`src/design/assert_macros.svh`:
```
// ----------------------------------------------------------------------------
// assert_macros.svh
// Shared concurrent assertion macros for the sequence buffer RTL.
// ----------------------------------------------------------------------------
`ifndef ASSERT_MACROS_SVH
`define ASSERT_MACROS_SVH

// Checked on every rising edge while reset is low.
`define ASSERT_RST(name, clk, rst, prop, msg) \
   name: assert property (@(posedge clk) disable iff (rst) prop) else $error(msg);

// Checked on every rising edge, reset included.
`define ASSERT_ALW(name, clk, prop, msg) \
   name: assert property (@(posedge clk) prop) else $error(msg);

`endif

```
`src/design/isb_pkg.sv`:
```
// ----------------------------------------------------------------------------
// isb_pkg
// Types and constants shared by the indexed sequence buffer modules.
// ----------------------------------------------------------------------------
package isb_pkg;

   // Default number of entries the sequence can hold.
   localparam int ISB_DEPTH = 32;

   // Operation codes on the request channel.
   localparam logic [1:0] OP_INS_FRONT = 2'd0;
   localparam logic [1:0] OP_INS_BACK  = 2'd1;
   localparam logic [1:0] OP_DELETE    = 2'd2;

   // Request item.
   typedef struct packed {
      logic [1:0]         op;
      logic signed [31:0] value;
      logic [5:0]         position;
   } isb_req_type;

   // Result item.
   typedef struct packed {
      logic signed [31:0] item_value;
      logic               list_empty;
      logic               last_item;
      logic               insert_dropped;
   } isb_rsp_type;

   // Classified command handed from the front end to the back end.
   typedef enum logic [1:0] {
      KIND_FRONT,
      KIND_BACK,
      KIND_DELETE,
      KIND_NONE
   } isb_kind_type;

   typedef struct packed {
      isb_kind_type       kind;
      logic signed [31:0] value;
      logic [5:0]         position;
   } isb_cmd_type;

endpackage

```
`src/design/indexed_sequence_buffer.sv`:
```
// An accepted item waits in the front queue until the back end takes it; the back end runs
// one command at a time and lists every entry after it (one result for an empty list).
// A delete at a valid position first shifts the later entries down. The front queue can
// take new items while the back end is still busy with an earlier command.
// Reset: synchronous, active high; clears count, head pointer and both queues.
// The entry memory is not cleared; only entries below the count are ever read.
// ----------------------------------------------------------------------------
// indexed_sequence_buffer
// Ordered sequence of signed 32-bit entries with insert-front, append and
// delete-at-position; every operation is followed by a full listing.
// ----------------------------------------------------------------------------
module indexed_sequence_buffer import isb_pkg::*; #(
   parameter int DEPTH = ISB_DEPTH
) (
   input  logic        clock,
   input  logic        reset,
   input  logic        req_valid,
   output logic        req_ready,
   input  isb_req_type req_data,
   output logic        rsp_valid,
   input  logic        rsp_ready,
   output isb_rsp_type rsp_data
);

   logic        cmd_valid;
   isb_cmd_type cmd;
   logic        cmd_pop;

   // Front end: accepts and decodes items.
   isb_front u_front (
      .clock     (clock),
      .reset     (reset),
      .req_valid (req_valid),
      .req_ready (req_ready),
      .req_data  (req_data),
      .cmd_valid (cmd_valid),
      .cmd       (cmd),
      .cmd_pop   (cmd_pop)
   );

   // Back end: updates the entries and lists them.
   isb_back #(
      .DEPTH (DEPTH)
   ) u_back (
      .clock     (clock),
      .reset     (reset),
      .cmd_valid (cmd_valid),
      .cmd       (cmd),
      .cmd_pop   (cmd_pop),
      .rsp_valid (rsp_valid),
      .rsp_ready (rsp_ready),
      .rsp_data  (rsp_data)
   );

endmodule

```
`src/design/isb_front.sv`:
```
// ----------------------------------------------------------------------------
// isb_front
// Accepts request items, decodes the operation and holds the commands in a
// two-entry queue until the back end takes them.
// ----------------------------------------------------------------------------
`include "assert_macros.svh"

module isb_front import isb_pkg::*; (
   input  logic        clock,
   input  logic        reset,
   input  logic        req_valid,
   output logic        req_ready,
   input  isb_req_type req_data,
   output logic        cmd_valid,
   output isb_cmd_type cmd,
   input  logic        cmd_pop
);

   isb_cmd_type q_ff [2];
   logic        wptr_ff, wptr_in;
   logic        rptr_ff, rptr_in;
   logic [1:0]  cnt_ff, cnt_in;
   logic        push;
   isb_cmd_type push_cmd;

   // Decode the operation into a command kind.
   always_comb begin
      push_cmd.value    = req_data.value;
      push_cmd.position = req_data.position;
      case (req_data.op)
         OP_INS_FRONT: push_cmd.kind = KIND_FRONT;
         OP_INS_BACK:  push_cmd.kind = KIND_BACK;
         OP_DELETE:    push_cmd.kind = KIND_DELETE;
         default:      push_cmd.kind = KIND_NONE;
      endcase
   end

   // Queue handshake and pointer updates.
   assign req_ready = (cnt_ff != 2'd2);
   assign push      = req_valid && req_ready;
   assign cmd_valid = (cnt_ff != 2'd0);
   assign cmd       = q_ff[rptr_ff];

   always_comb begin
      wptr_in = wptr_ff ^ push;
      rptr_in = rptr_ff ^ (cmd_pop && cmd_valid);
      cnt_in  = cnt_ff + 2'(push) - 2'(cmd_pop && cmd_valid);
   end

   always_ff @(posedge clock) begin
      if (reset) begin
         wptr_ff <= 1'b0;
         rptr_ff <= 1'b0;
         cnt_ff  <= 2'd0;
      end else begin
         wptr_ff <= wptr_in;
         rptr_ff <= rptr_in;
         cnt_ff  <= cnt_in;
      end
   end

   // Queue storage.
   always_ff @(posedge clock) begin
      if (push) begin
         q_ff[wptr_ff] <= push_cmd;
      end
   end

   `ASSERT_ALW(a_front_cnt_range, clock, (reset || cnt_ff != 2'd3), "front queue count out of range")
   `ASSERT_RST(a_front_pop_valid, clock, reset, (cmd_pop |-> cmd_valid), "pop from empty front queue")
   `ASSERT_RST(a_front_push_seen, clock, reset, (push && cnt_ff == 2'd0 |=> cmd_valid), "accepted item not queued")

endmodule

```
`src/design/isb_back.sv`:
```
// ----------------------------------------------------------------------------
// isb_back
// Executes commands on the entry memory, kept as a ring with a head pointer,
// and streams the resulting listing through a two-entry output queue.
// ----------------------------------------------------------------------------
`include "assert_macros.svh"

module isb_back import isb_pkg::*; #(
   parameter int DEPTH = ISB_DEPTH
) (
   input  logic        clock,
   input  logic        reset,
   input  logic        cmd_valid,
   input  isb_cmd_type cmd,
   output logic        cmd_pop,
   output logic        rsp_valid,
   input  logic        rsp_ready,
   output isb_rsp_type rsp_data
);

   localparam int AW = (DEPTH > 1) ? $clog2(DEPTH) : 1;
   localparam int CW = $clog2(DEPTH + 1);

   typedef enum logic [1:0] {
      ST_IDLE,
      ST_SHIFT,
      ST_LIST
   } state_type;

   // Entry memory and its registered read data.
   logic [31:0]   mem [DEPTH];
   logic [31:0]   rd_data_ff;
   logic          rd_en;
   logic [AW-1:0] rd_addr;
   logic          wr_en;
   logic [AW-1:0] wr_addr;
   logic [31:0]   wr_data;

   // Control state.
   state_type     state_ff, state_in;
   logic [AW-1:0] head_ff, head_in;
   logic [CW-1:0] count_ff, count_in;
   logic [CW-1:0] idx_ff, idx_in;
   logic [CW-1:0] wr_idx_ff, wr_idx_in;
   logic          shpend_ff, shpend_in;
   logic          drop_ff, drop_in;
   logic          infl_ff, infl_in;
   logic          infl_last_ff, infl_last_in;
   logic          infl_drop_ff, infl_drop_in;

   // Output queue.
   isb_rsp_type   oq_ff [2];
   logic          owptr_ff, owptr_in;
   logic          orptr_ff, orptr_in;
   logic [1:0]    ocnt_ff, ocnt_in;
   logic          push;
   isb_rsp_type   push_data;
   logic          pop;
   logic          credit;
   logic          full;
   logic [AW-1:0] head_dec;

   // Ring address of a logical index.
   function automatic logic [AW-1:0] phys(input logic [AW-1:0] head,
                                          input logic [CW-1:0] idx);
      logic [CW:0] sum;
      sum = (CW+1)'(head) + (CW+1)'(idx);
      if (sum >= (CW+1)'(DEPTH)) begin
         sum = sum - (CW+1)'(DEPTH);
      end
      return AW'(sum);
   endfunction

   assign pop       = rsp_valid && rsp_ready;
   assign rsp_valid = (ocnt_ff != 2'd0);
   assign rsp_data  = oq_ff[orptr_ff];
   assign full      = (count_ff == CW'(DEPTH));
   assign head_dec  = (head_ff == '0) ? AW'(DEPTH - 1) : head_ff - AW'(1);

   // A read may be issued only when its result is sure to find a queue slot.
   assign credit = ({1'b0, ocnt_ff} + {2'b0, infl_ff}) < (3'd2 + {2'b0, pop});

   // Command execution and listing sequencer.
   always_comb begin
      state_in     = state_ff;
      head_in      = head_ff;
      count_in     = count_ff;
      idx_in       = idx_ff;
      wr_idx_in    = wr_idx_ff;
      shpend_in    = shpend_ff;
      drop_in      = drop_ff;
      infl_in      = 1'b0;
      infl_last_in = infl_last_ff;
      infl_drop_in = infl_drop_ff;
      cmd_pop      = 1'b0;
      rd_en        = 1'b0;
      rd_addr      = '0;
      wr_en        = 1'b0;
      wr_addr      = '0;
      wr_data      = '0;
      push         = 1'b0;
      push_data    = '0;

      // Data read during the listing is registered and lands here in the next cycle.
      if (infl_ff) begin
         push                     = 1'b1;
         push_data.item_value     = rd_data_ff;
         push_data.last_item      = infl_last_ff;
         push_data.insert_dropped = infl_drop_ff;
      end

      case (state_ff)
         ST_IDLE: begin
            if (cmd_valid) begin
               cmd_pop  = 1'b1;
               drop_in  = 1'b0;
               idx_in   = '0;
               state_in = ST_LIST;
               case (cmd.kind)
                  KIND_FRONT: begin
                     if (full) begin
                        drop_in = 1'b1;
                     end else begin
                        head_in  = head_dec;
                        wr_en    = 1'b1;
                        wr_addr  = head_dec;
                        wr_data  = cmd.value;
                        count_in = count_ff + CW'(1);
                     end
                  end
                  KIND_BACK: begin
                     if (full) begin
                        drop_in = 1'b1;
                     end else begin
                        wr_en    = 1'b1;
                        wr_addr  = phys(head_ff, count_ff);
                        wr_data  = cmd.value;
                        count_in = count_ff + CW'(1);
                     end
                  end
                  KIND_DELETE: begin
                     if (7'(cmd.position) < 7'(count_ff)) begin
                        idx_in    = CW'(cmd.position) + CW'(1);
                        shpend_in = 1'b0;
                        state_in  = ST_SHIFT;
                     end
                  end
                  default: begin
                  end
               endcase
            end
         end

         ST_SHIFT: begin
            // Move each later entry down by one, one entry per cycle.
            if (shpend_ff) begin
               wr_en   = 1'b1;
               wr_addr = phys(head_ff, wr_idx_ff);
               wr_data = rd_data_ff;
            end
            if (idx_ff < count_ff) begin
               rd_en     = 1'b1;
               rd_addr   = phys(head_ff, idx_ff);
               shpend_in = 1'b1;
               wr_idx_in = idx_ff - CW'(1);
               idx_in    = idx_ff + CW'(1);
            end else begin
               shpend_in = 1'b0;
               count_in  = count_ff - CW'(1);
               idx_in    = '0;
               state_in  = ST_LIST;
            end
         end

         ST_LIST: begin
            if (count_ff == '0) begin
               if (credit && !infl_ff) begin
                  push                     = 1'b1;
                  push_data.list_empty     = 1'b1;
                  push_data.last_item      = 1'b1;
                  push_data.insert_dropped = drop_ff;
                  state_in                 = ST_IDLE;
               end
            end else if (credit) begin
               rd_en        = 1'b1;
               rd_addr      = phys(head_ff, idx_ff);
               infl_in      = 1'b1;
               infl_last_in = (idx_ff == count_ff - CW'(1));
               infl_drop_in = drop_ff;
               idx_in       = idx_ff + CW'(1);
               if (idx_ff == count_ff - CW'(1)) begin
                  state_in = ST_IDLE;
               end
            end
         end

         default: begin
            state_in = ST_IDLE;
         end
      endcase
   end

   // Output queue pointers.
   always_comb begin
      owptr_in = owptr_ff ^ push;
      orptr_in = orptr_ff ^ pop;
      ocnt_in  = ocnt_ff + 2'(push) - 2'(pop);
   end

   always_ff @(posedge clock) begin
      if (reset) begin
         state_ff     <= ST_IDLE;
         head_ff      <= '0;
         count_ff     <= '0;
         idx_ff       <= '0;
         wr_idx_ff    <= '0;
         shpend_ff    <= 1'b0;
         drop_ff      <= 1'b0;
         infl_ff      <= 1'b0;
         infl_last_ff <= 1'b0;
         infl_drop_ff <= 1'b0;
         owptr_ff     <= 1'b0;
         orptr_ff     <= 1'b0;
         ocnt_ff      <= 2'd0;
      end else begin
         state_ff     <= state_in;
         head_ff      <= head_in;
         count_ff     <= count_in;
         idx_ff       <= idx_in;
         wr_idx_ff    <= wr_idx_in;
         shpend_ff    <= shpend_in;
         drop_ff      <= drop_in;
         infl_ff      <= infl_in;
         infl_last_ff <= infl_last_in;
         infl_drop_ff <= infl_drop_in;
         owptr_ff     <= owptr_in;
         orptr_ff     <= orptr_in;
         ocnt_ff      <= ocnt_in;
      end
   end

   // Entry memory: one write and one registered read per cycle.
   always_ff @(posedge clock) begin
      if (wr_en) begin
         mem[wr_addr] <= wr_data;
      end
      if (rd_en) begin
         rd_data_ff <= mem[rd_addr];
      end
   end

   // Output queue storage.
   always_ff @(posedge clock) begin
      if (push) begin
         oq_ff[owptr_ff] <= push_data;
      end
   end

   `ASSERT_RST(a_back_count_max, clock, reset, (count_ff <= CW'(DEPTH)), "entry count above depth")
   `ASSERT_RST(a_back_no_overflow, clock, reset, (ocnt_ff == 2'd2 && !pop |-> !push), "output queue overflow")
   `ASSERT_RST(a_back_shift_nonempty, clock, reset, (state_ff == ST_SHIFT |-> count_ff != '0), "shift on empty list")
   `ASSERT_RST(a_back_infl_push, clock, reset, (infl_ff |-> push), "listing read lost")

endmodule

```
`config.mk`:
```
export PLATFORM = sky130hd
export DESIGN_NAME = indexed_sequence_buffer
export DESIGN_NICKNAME = d
export VERILOG_FILES = /design/src/design/isb_pkg.sv /design/src/design/indexed_sequence_buffer.sv /design/src/design/isb_front.sv /design/src/design/isb_back.sv
export VERILOG_INCLUDE_DIRS = /design/src /design/src/design
export SDC_FILE = /design/constraint.sdc
export NUM_CORES = 2
export LEC_CHECK = 0
export BUFFER_PORTS_ARGS = -buffer_cell sky130_fd_sc_hd__buf_2
export CORE_MARGIN = 2
export CORE_UTILIZATION = 40
export CTS_CLUSTER_DIAMETER = 200
export DETAILED_ROUTE_END_ITERATION = 10
export PLACE_DENSITY_LB_ADDON = 0.3
export SLEW_MARGIN = 20
export SYNTH_ARGS = -nofsm -noshare
export SYNTH_HDL_FRONTEND = slang
export SYNTH_SLANG_ARGS = --single-unit
```
`constraint.sdc`:
```
create_clock -name clock -period 8.2 [get_ports clock]
set_clock_uncertainty 0.15 [all_clocks]
set_input_delay 0.82 -clock clock [delete_from_list [all_inputs] [get_ports clock]]
set_output_delay 0.82 -clock clock [all_outputs]
set_load 0.02 [all_outputs]
```
# ---- Word-level counts from Yosys, hierarchy flattened
# Memories as Yosys holds them, arrays and structs flattened. A register that Yosys moved wholly into a read port is not among the register bits.
# Cells that the tools add are included.
dict set report op_classes {
  n_reduce_logical 24
  n_eq_ne 20
  order_cmp 6
  n_mux 75
  addsub 18
  bitwise 7
}
# op n
set ops {}
lappend ops {{32-bit 2-to-1 mux} 5}
lappend ops {{32-bit one-hot mux with 2 select lines} 1}
lappend ops {{6-bit 2-to-1 mux} 10}
lappend ops {{5-bit 2-to-1 mux} 11}
lappend ops {{5-bit one-hot mux with 2 select lines} 3}
lappend ops {{1-bit 2-to-1 mux} 26}
lappend ops {{5-bit by 6-bit adder with 7-bit output} 3}
lappend ops {{7-bit by 6-bit >= comparator with 1-bit output (second input constant)} 3}
lappend ops {{5-bit by 1-bit subtractor with 5-bit output (second input constant)} 4}
lappend ops {{6-bit by 1-bit adder with 6-bit output (second input constant)} 3}
lappend ops {{2-bit 2-to-1 mux} 9}
lappend ops {{6-bit one-hot mux with 3 select lines} 1}
lappend ops {{2-bit inequality test (second input constant)} 7}
lappend ops {{6-bit less-than comparator} 2}
lappend ops {{2-bit one-hot mux with 3 select lines} 2}
lappend ops {{6-bit one-hot mux with 2 select lines} 1}
lappend ops {{4-bit AND reduction} 3}
lappend ops {{6-bit by 1-bit subtractor with 6-bit output (second input constant)} 2}
lappend ops {{5-bit AND reduction} 2}
lappend ops {{3-bit 2-to-1 mux} 3}
lappend ops {{2-bit by 1-bit equality test with 1-bit output (second input constant)} 3}
lappend ops {{2-bit equality test (second input constant)} 3}
lappend ops {{6-bit equality test} 1}
lappend ops {{6-bit equality test (second input constant)} 1}
lappend ops {{other kinds (21)} 41}
dict set report word_totals {
  output_inout_bits 37
  reg_bits 38
  word_cells 169
  memories 3
  ramBits 1174
}
# memory depth width rd rd_ports_with_merged_regs wr line_no
set mem_list {}
lappend mem_list {u_back.mem 32 32 1 1 1 isb_back.sv:31} ;# logic [31:0] mem [DEPTH];
lappend mem_list {u_front.q_ff 2 40 1 1 1 isb_front.sv:19} ;# isb_cmd_type q_ff [2];
lappend mem_list {u_back.oq_ff 2 35 1 1 1 isb_back.sv:52} ;# isb_rsp_type oq_ff [2];

# ---- Logic depth before layout (Yosys ltp)
dict set report logic_depth {
  word_depth 10
  depth_mapped 15
  mapped_depth_nobuf 11
}

# ---- Cells and area by module
# A second synthesis with hierarchy kept.
dict set report unflattened {
  hier_cells 3320
  hier_area_um2 51219.1
}
# module cells_each seq_area_each_um2 instances area_per_inst_um2
set by_module_without_submodules {}
lappend by_module_without_submodules {isb_back 3166 34473.1 1 48098.6}
lappend by_module_without_submodules {isb_front 154 2482.4 1 3120.5}

# ---- Worst setup path before layout
# OpenSTA, ideal clock, no wires.
dict set report synth_timing {
  path_kind {register to register}
  startpoint {register u_back.count_ff[1]}
  endpoint {memory u_back.mem[0][0] (enable)}
  path_stages_with_launch 11
  arrival_time_ns 3.667
  setup_slack_ns 3.962
  period_less_slack_ns 4.238
  setup_ns 0.421
  n_path_buf 1
  t_required_ns 7.629
  cell_sequence {dfxtp_1 -> inv_1 -> ha_1 -> or3b_1 -> nor3_1 -> nand2b_1 -> clkbuf_1 -> o21ai_0 -> a21oi_1 -> nand2_1 -> nor2_1}
}
dict set report synth_between {
  elab_chain_cells 7
}
# element line_no
set synth_rtl {}
lappend synth_rtl {{start, declared} isb_back.sv:42} ;# logic [CW-1:0] count_ff, count_in;
lappend synth_rtl {{start signal, assigned} isb_back.sv:228} ;# count_ff <= count_in;
lappend synth_rtl {{5-bit by 6-bit adder with 7-bit output / 6-bit equality test (equally long branches)} {isb_back.sv:67, isb_back.sv:77}}
lappend synth_rtl {{7-bit by 6-bit >= comparator with 1-bit output (tied with other cells)} isb_back.sv:68} ;# if (sum >= (CW+1)'(DEPTH)) begin
lappend synth_rtl {{5-bit 2-to-1 mux / 1-bit 2-to-1 mux (equally long branches)} --}
lappend synth_rtl {{5-bit 2-to-1 mux / 1-bit 2-to-1 mux (equally long branches)} {isb_back.sv:132, isb_back.sv:114}}
lappend synth_rtl {{5-bit one-hot mux with 2 select lines / 1-bit one-hot mux with 2 select lines (equally long branches)} {isb_back.sv:119, isb_back.sv:112}}
lappend synth_rtl {{5-bit 2-to-1 mux / 1-bit 2-to-1 mux (equally long branches)} {isb_back.sv:114, isb_back.sv:244}}
lappend synth_rtl {{5-bit one-hot mux with 2 select lines / 1-bit 2-to-1 mux (equally long branches)} {isb_back.sv:112, isb_back.sv:245}}
lappend synth_rtl {{end, declared} isb_back.sv:31}
# Parallel ways exist; a longest one is shown, timed or not.

# ---- Final worst setup path
dict set report layout_timing {
  startpoint {register u_back.count_ff[1]}
  endpoint {memory u_back.mem[4][13] (enable)}
}
# Same word-level chain as after synthesis.

==> reports/qor.yml <==
outcome: "complete, no violations"
grt_max_degree: 92
cts-root-buf: "clkbuf_16"
rr_startpoint: "u_back.count_ff[1]"
syn_area_sq_um: 49700
cts_tree: "done"
track_usage_pct: 22.2
r2r_setup_slack_ns: 2.92
ir_drop_uv: 311
worstHoldPathType: "primary input to flip-flop"
synth-edff-count: 1206
routed_wl_mm: 143
p_leak_nw: 18.5
die-area_sq_um: 127000
hold_violations: 0
postPlaceCellArea_sq_um: 52600
firstDrtPassIters: 6
core.rowCount: 129
io_pins: 81
synth.distinct_cells: 79
hold_end: "u_front.q_ff[1][6]"
multiInputGateArea_sq_um: 12400
min-delay-start: "req_data[6]"
power_mw: 17.4
fmax_mhz: 189
clk-insertion-delay-late_ns: 0.72
cts_max_level: 3
final_nets: 3313
netlist_top_cells_area: "edfxtp_1, mux2i_1, nand2_1"
ff_latch_area_sq_um: 37000
antenna_left: 0
gr-total-overflow: 0
synth_top_cell_area_share_pct: 72.8
r2r_cells: 10
yosysSeqAreaShare_pct: 74.3
finalSetupTns_ns: 0
synth_area_leader_cell: "edfxtp_1"
cp-end-kind: "flip-flop"
cts.sinks: 1243
core_area_sq_um: 123000
tightest_slew_ns: 1.17
yosysMostFrequentCell: "edfxtp_1"
fin_crit_sh_pct: 64.4
crit_fanout: 17
grt_pass1_vias: 28400
rsz0062_at_grt: "false"
hpwlAfterDp_mm: 78.0
syn_inst: 3130
post_cts_buffers: 0
critPathArrivalTime_ns: 5.48
period_needed_ns: 5.28
worst_ep_required_time_ns: 8.40
fillers: 10600
place.gp.congestion: 0.836
synth_commonest_cells: "edfxtp_1, nand2_1, mux2i_1, clkbuf_1, a21oi_1"
synth_nets: 3220
vias: 29500
fin_util_pct: 45.9
via_per_inst: 5.94
r2r_end: "u_back.mem[4][13]"
holdPathStages: 1
wl_per_cell_um: 28.8
start_kind: "flip-flop"
antenna_found_initial: 3
die_w_um: 357
clkTransAtPathRegs_ns: 0.07
postCtsHoldBufs: 0
clock_path_buffers: 3
ys_async_sr_fraction_pct: 0
path_class: "flip-flop to flip-flop"
post-route-cell-area_sq_um: 56700
yosys_warnings: 0
cts_resized: 0
layout-area-overhead-vs-synth_pct: 14.0
die_height_um: 357
setup_viol: 0
io_buffer_count: 80
tritoncts.num_buffers: 116
start_util_pct: 40.3
ys_ff_latch: 1243
final_max_slew_viol_count: 0
cap_violations: 0
synth_area_per_cell_sq_um: 15.9
drive_above_1_share_pct: 17.0
whs_ns: 0.139
slew_headroom_pct: 22.0
drt_iter0_markers: 3958
power_density_nw_per_um2: 308
grt_pass1_wl_mm: 205
drc: 0
synth_top_flop_cell: "edfxtp_1"
[layer usage]
metal / GRT usage, % / share of wire (%) / vias up
met5: 0 / 0.019 / -
met4: 7.28 / 3.2 / 4
met3: 3.84 / 9.1 / 237
met2: 34.9 / 46 / 1558
met1: 31.2 / 42 / 15100
li1: - / - / 12600
[layout make-up]
type | count | area share (%)
Antenna cell | 1 | 0.00442
Clock buffer | 134 | 5.30
Clock inverter | 86 | 1.78
Inverter | 28 | 0.188
Multi-Input combinational cell | 1656 | 21.9
Sequential cell | 1243 | 65.2
Tap cell | 1637 | 3.61
Timing Repair Buffer | 178 | 2.05
[power by group]
group	internal [mW]	leakage, nW	switching (mW)
logic	1.19	5.03	2.75
registers	7.68	11.5	0.156
clock network	3.26	1.97	2.40
total	12.1	18.5	5.30
[cell usage in the layout (no fill, tap or decap), drive strengths merged, types with 58 or more instances in the layout]
cell	n
buf	178
clkbuf	134
o211ai	74
nand2	254
a21oi	116
o21ai	110
edfxtp	1206
clkinv	58
a221oi	96
nor2	102
mux2i	200
mux2	75
nand3	90
[kinds of logic (layout without fill, tap and decap cells)]
logic type / Yosys count / in the layout / synth area share (%)
xor+xnor: 37 / 37 / 0.652
other cells: 0 / 1 / 0
flops: 1243 / 1243 / 74.3
simple gates: 600 / 600 / 5.59
buf+inv: 231 / 426 / 1.98
mux: 279 / 279 / 5.91
compound gates: 694 / 694 / 10.3
fa+ha+maj: 46 / 46 / 1.20
[stage by stage]
step                      instances  setup slack [ns]
after floorplan                3130              3.96
after global placement         4742              3.18
after detailed placement       4742              2.98
after CTS                      4962              2.97
after global routing           4962              2.72
final                          4963              2.92
[critical path, cell delays in order, from the launching register on]
cell and delay (ns):
dfxtp_1 0.35, inv_1 0.21, ha_1 0.33, or3b_1 0.44, nor3_1 0.29, nand2b_2 0.67, o21ai_0 0.30, a21oi_1 0.22
nand2_1 0.46, nor2_4 0.92, buf_4 0.54
[flip-flops by register name, indices dropped and copies added, names as in the netlist, 2 cells and up]
signal and cells:
u_back.state_ff 2, u_back.ocnt_ff 2, u_back.head_ff 5, u_back.oq_ff 70
u_back.rd_data_ff 32, u_front.q_ff 80, u_back.idx_ff 6, u_back.mem 1024
u_back.wr_idx_ff 5, u_back.count_ff 6, u_front.cnt_ff 2
[how the worst max path moves through the flow]
stage               cells after the start                from  slack (ns)           endpoint
floorplan                              10  u_back.count_ff[1]        3.96   u_back.mem[0][0]
global placement                       10  u_back.count_ff[1]        3.18  u_back.mem[4][24]
detailed placement                     10  u_back.count_ff[1]        2.98  u_back.mem[4][23]
CTS                                    10  u_back.count_ff[1]        2.97  u_back.mem[4][24]
global route                           10  u_back.count_ff[1]        2.72  u_back.mem[4][13]
finish                                 10  u_back.count_ff[1]        2.92  u_back.mem[4][13]
(Power assumes the default switching activity.)
